$ cat src/hw/rtl/mlfq_ram.sv
// Simple dual-port RAM: one write port, one registered read port.
// No dependencies.
module mlfq_ram #(
    parameter int DEPTH = 256,
    parameter int WIDTH = 8
) (
    input  logic                     clk,
    input  logic                     we,
    input  logic [$clog2(DEPTH)-1:0] waddr,
    input  logic [WIDTH-1:0]         wdata,
    input  logic [$clog2(DEPTH)-1:0] raddr,
    output logic [WIDTH-1:0]         rdata
);

    logic [WIDTH-1:0] mem [DEPTH];

    always_ff @(posedge clk)
    begin
        if (we)
        begin
            mem[waddr] <= wdata;
        end
        rdata <= mem[raddr];
    end

endmodule

$ cat config.mk
export PLATFORM = sky130hd
export DESIGN_NAME = mlfq_ram
export DESIGN_NICKNAME = d
export VERILOG_FILES = /design/src/hw/rtl/mlfq_ram.sv
export SDC_FILE = /design/constraint.sdc
export NUM_CORES = 2
export LEC_CHECK = 0
export BUFFER_PORTS_ARGS = -buffer_cell sky130_fd_sc_hd__buf_2
export CAP_MARGIN = 15
export CORE_MARGIN = 2
export CORE_UTILIZATION = 50
export DETAILED_ROUTE_END_ITERATION = 12
export PLACE_DENSITY = 0.65
export SLEW_MARGIN = 20
export SYNTH_ARGS = -nofsm -noshare
export SYNTH_HDL_FRONTEND = slang
export SYNTH_SLANG_ARGS = --single-unit
$ cat constraint.sdc
create_clock -name clk -period 2.35 [get_ports clk]
set_input_delay 0.235 -clock clk [delete_from_list [all_inputs] [get_ports clk]]
set_output_delay 0.235 -clock clk [all_outputs]
set_load 0.01 [all_outputs]
== Word level (Yosys, flattened, before mapping) ==
Memories as Yosys holds them, arrays and structs flattened. A register that Yosys moved wholly into a read port is not among the register bits.
Index checks and enable logic that the tools add are counted.

* Mux-type cells: 2

{| class="wikitable"
|+ Operators by type and width
! kind !! number
|-
| two-way mux 1 bit || 2
|}

* Register bits: 0
* Memory bits (writable): 2048
* Input bits: 26
* Output and inout port bits: 8
* Memories kept: 1

{| class="wikitable"
|+ Memory list
! memory !! words !! width !! read ports !! clocked after memory_dff !! write ports !! line !! source
|-
| mem || 256 || 8 || 1 || 1 || 1 || 15 || <nowiki>logic [WIDTH-1:0] mem [DEPTH];</nowiki>
|}

== Longest topological paths before layout ==
* Depth in word-level cells: 2
* Depth in mapped cells: 11
* Mapped depth without buffers: 6

== Least setup slack after synthesis ==
OpenSTA, ideal clock, no wires.

* Kind: input to register
* From: input port raddr[0]
* To: register rdata[2], read port of mem
* Library setup time: 131 ps
* Data arrival time: 2042 ps
* Data required time: 2219 ps
* Path slack: 177 ps
* Stages: 9
* Cells stage by stage: buf_6 buf_12 buf_8 buf_2 mux4_2 a22oi_1 a21oi_1 nor4_1 nor4_2

{| class="wikitable"
|+ RTL lines
! item !! line !! source
|-
| start, declared || 11 || <nowiki>input logic [$clog2(DEPTH)-1:0] raddr,</nowiki>
|-
| end, declared || 12 || <nowiki>output logic [WIDTH-1:0] rdata</nowiki>
|}

==> flow_metrics.py <==
metrics = {
    "finish": {
        "layout.nets": 4495,
        "final_cell_mix": "2048 x edfxtp_1, 641 x buf_4, 454 x mux4_2",
        "area_growth_pct": 18.1,
        "final_common_cell": "edfxtp_1",
        "drive_gt1_frac": 0.330,
        "finalNonFillerCells": 6701,
    },
    "cts": {
        "clock_sinks": 2056,
        "clk_path_buf_depth": 3,
        "cts_tree": "done",
        "ctsHtreeMaxLevel": 4,
        "numCtsBuffers": 197,
        "postCtsSetupBuffers": 0,
        "cts.root.buffer_cell": "clkbuf_16",
        "path_clk_slew_ns": 0.06,
        "clk-insertion-delay-late_ns": 0.83,
    },
    "synthesis": {
        "syn_inst": 3733,
        "async_reset_ff_frac": 0,
        "synth_compound_area_frac": 0.0342,
        "ys_seq_area_frac": 0.775,
        "ys_ff_latch": 2056,
        "synthMuxAreaShare": 0.146,
        "synthSimpleGateAreaFrac": 0.0263,
        "synth_enable_flop_cells": 2048,
        "yosys.area_share.xor_xnor": 0,
        "syn_area_per_cell_sq_um": 21.3,
        "synth_area_sq_mm": 0.0796,
        "synth_fa_ha_area_frac": 0,
        "syn-num-nets": 3759,
        "synth_top_family_by_area": "multiplexers",
        "ys_warn_count": 0,
        "yosysUniqueCellTypes": 55,
        "ys.flop_type": "edfxtp_1",
    },
    "timing": {
        "worst_slew_pin_slew_ns": 1.07,
        "skew_ns": 0.0272,
        "layout_setup_ws_ns": -0.0572,
        "finalCritPeriodShare": 1.02,
        "slew_violations": 0,
        "finalSetupViolCount": 1,
        "grt_setup_unrepaired": "true",
        "hold_viol_final": 0,
        "fmax_ghz": 0.415,
        "min_period_ns": 2.41,
        "tns_ns": -0.0572,
        "relSlewSlack": 0.288,
    },
    "worst_setup_path": {
        "worst_setup_path_end_kind": "register",
        "crit-reg2reg-launch": "mem[208][5]",
        "reg2reg_depth": 6,
        "r2r_slack_ns": -0.06,
        "cp.arrival_ns": 3.11,
        "critPathRequiredTime_ns": 3.05,
        "worstPathMaxFanout": 1,
        "criticalPathCategory": "register to register",
        "critPathLaunchType": "register",
        "r2r-end": "rdata[5]",
    },
    "die": {
        "fp.dieH_um": 403,
        "dieArea_sq_mm": 0.162,
        "num_rows": 146,
        "core_area_sq_mm": 0.158,
        "start_util": 0.503,
        "io-pin-count": 34,
        "die_w_um": 403,
    },
    "grt": {
        "grt_pass1_vias": 41036,
        "antenna_found_initial": 3,
        "overflow": 0,
        "grt.total_usage": 0.248,
        "grt_max_degree": 97,
        "grt_pass1_wl_mm": 288,
    },
    "drt": {
        "antenna_left": 0,
        "wl_per_cell_um": 29.8,
        "vias": 41266,
        "drc": 0,
        "dr.first_iter.drc_count": 5670,
        "viasPerCell": 6.16,
        "drt-total-wl_mm": 200,
        "firstDrtPassIters": 5,
    },
    "flow_run": {
        "max_cap_viol_count": 0,
    },
    "power": {
        "peakVddDrop_mv": 0.804,
        "p_per_area_mw_per_mm2": 801,
        "p_leak_nw": 30.6,
    },
    "min_path": {
        "min-delay-start": "waddr[1]",
        "holdPathStages": 3,
        "hold_path.class": "primary input to register",
        "hold_end": "mem[159][6]",
    },
    "status": {
        "violations": "setup timing",
        "status": "finished, violations left",
    },
    "placed_design": {
        "dp_hpwl_mm": 129,
        "place_congestion": 0.878,
        "io_buffers": 33,
        "place_inst": 6333,
    },
}
[kinds of logic (layout without fill, tap and decap cells)]
family                 after synthesis  after routing
muxes                              591            591
other                                0              1
buffers and inverters              235           1130
DFF                               2056           2056
and+or+nand+nor                    466            466
AOI/OAI and AO/OA                  385            385
[what timing repair did]
item,CTS,global route
pin swaps,1,3
hold endpoints to repair,402,0
setup endpoints to repair,6,7
hold buffers,9,0
gates resized for setup,16,10
[where the power goes]
part	total (mW)	switching [mW]	internal, mW
clock network	30.4	13.3	17.1
logic	4.32	2.54	1.78
registers	40.5	0.0861	40.4
[worst max-delay path by stage]
stage | from | endpoint | slack, ns
final | mem[208][5] | rdata[5] | -0.06
after CTS | mem[67][7] | rdata[7] | 0.008
after detailed placement | raddr[3] | rdata[6] | -1.15
after global routing | mem[24][5] | rdata[5] | -0.08
after floorplan | raddr[0] | rdata[2] | 0.18
after global placement | raddr[0] | rdata[5] | -1.12
[cell type report]
class | count | area [sq um]
inverters | 2 | 7.51
diodes | 1 | 2.50
repair buffers | 770 | 6920
clock inverters | 103 | 803
well taps | 2072 | 2590
multi-input cells | 1442 | 16600
clock buffers | 255 | 5360
flip-flops and latches | 2056 | 61700
fillers | 11339 | 64200
[per-stage QoR]
step / power, mW / setup slack [ns] / util / hold slack, ns / cell area (sq um)
2_1_floorplan: 43.2 / 0.177 / - / 0.334 / 79600
3_3_place_gp: 45.5 / -1.12 / 0.554 / 0.701 / 87600
3_5_place_dp: 45.5 / -1.15 / 0.554 / 0.712 / 87600
4_1_cts: 75.6 / 0.00825 / 0.594 / 0.00338 / 93900
5_1_grt: 77.2 / -0.0825 / 0.594 / 0.0618 / 94000
6_report: 75.2 / -0.0572 / 0.594 / 0.0639 / 94000
[synthesized netlist by cell type (all sizes together) (6+ instances only)]
| cell | count | area [sq um] |
|---|---|---|
| o21ai | 12 | 60.1 |
| a221oi | 14 | 129 |
| nand2b | 8 | 50.1 |
| a22oi | 133 | 998 |
| o211ai | 10 | 75.1 |
| nor4 | 27 | 188 |
| clkbuf | 111 | 417 |
| nor2 | 282 | 1060 |
| nand3 | 34 | 170 |
| o221ai | 47 | 418 |
| a211oi | 16 | 120 |
| edfxtp | 2048 | 61500 |
| nor3 | 22 | 110 |
| dfxtp | 8 | 160 |
| nand4 | 10 | 62.6 |
| a22o | 8 | 70.1 |
| mux4 | 456 | 10300 |
| and2 | 6 | 37.5 |
| nand2 | 33 | 124 |
| o22ai | 28 | 175 |
| a21oi | 96 | 480 |
| nor2b | 31 | 194 |
| buf | 122 | 1030 |
| mux2i | 134 | 1340 |
[critical path, stage by stage (launching register included)]
cell	delay, ns
edfxtp_1	0.40
mux4_2	0.46
a22o_1	0.28
a221oi_1	0.34
o32ai_1	0.28
nor3_4	0.40
nor4_1	0.11
[routing by layer]
layer,global-route usage,up-vias,wire length (um)
met5,0,-,0
met4,0.0719,0,5520
met3,0.0417,323,17200
met2,0.392,1926,96100
met1,0.359,21848,80700
li1,-,17169,-
[sequential cells by signal, indices dropped and copies added, names as in the netlist]
register / cells
rdata: 8
mem: 2048
No activity file was read; power rests on OpenSTA's default activity.
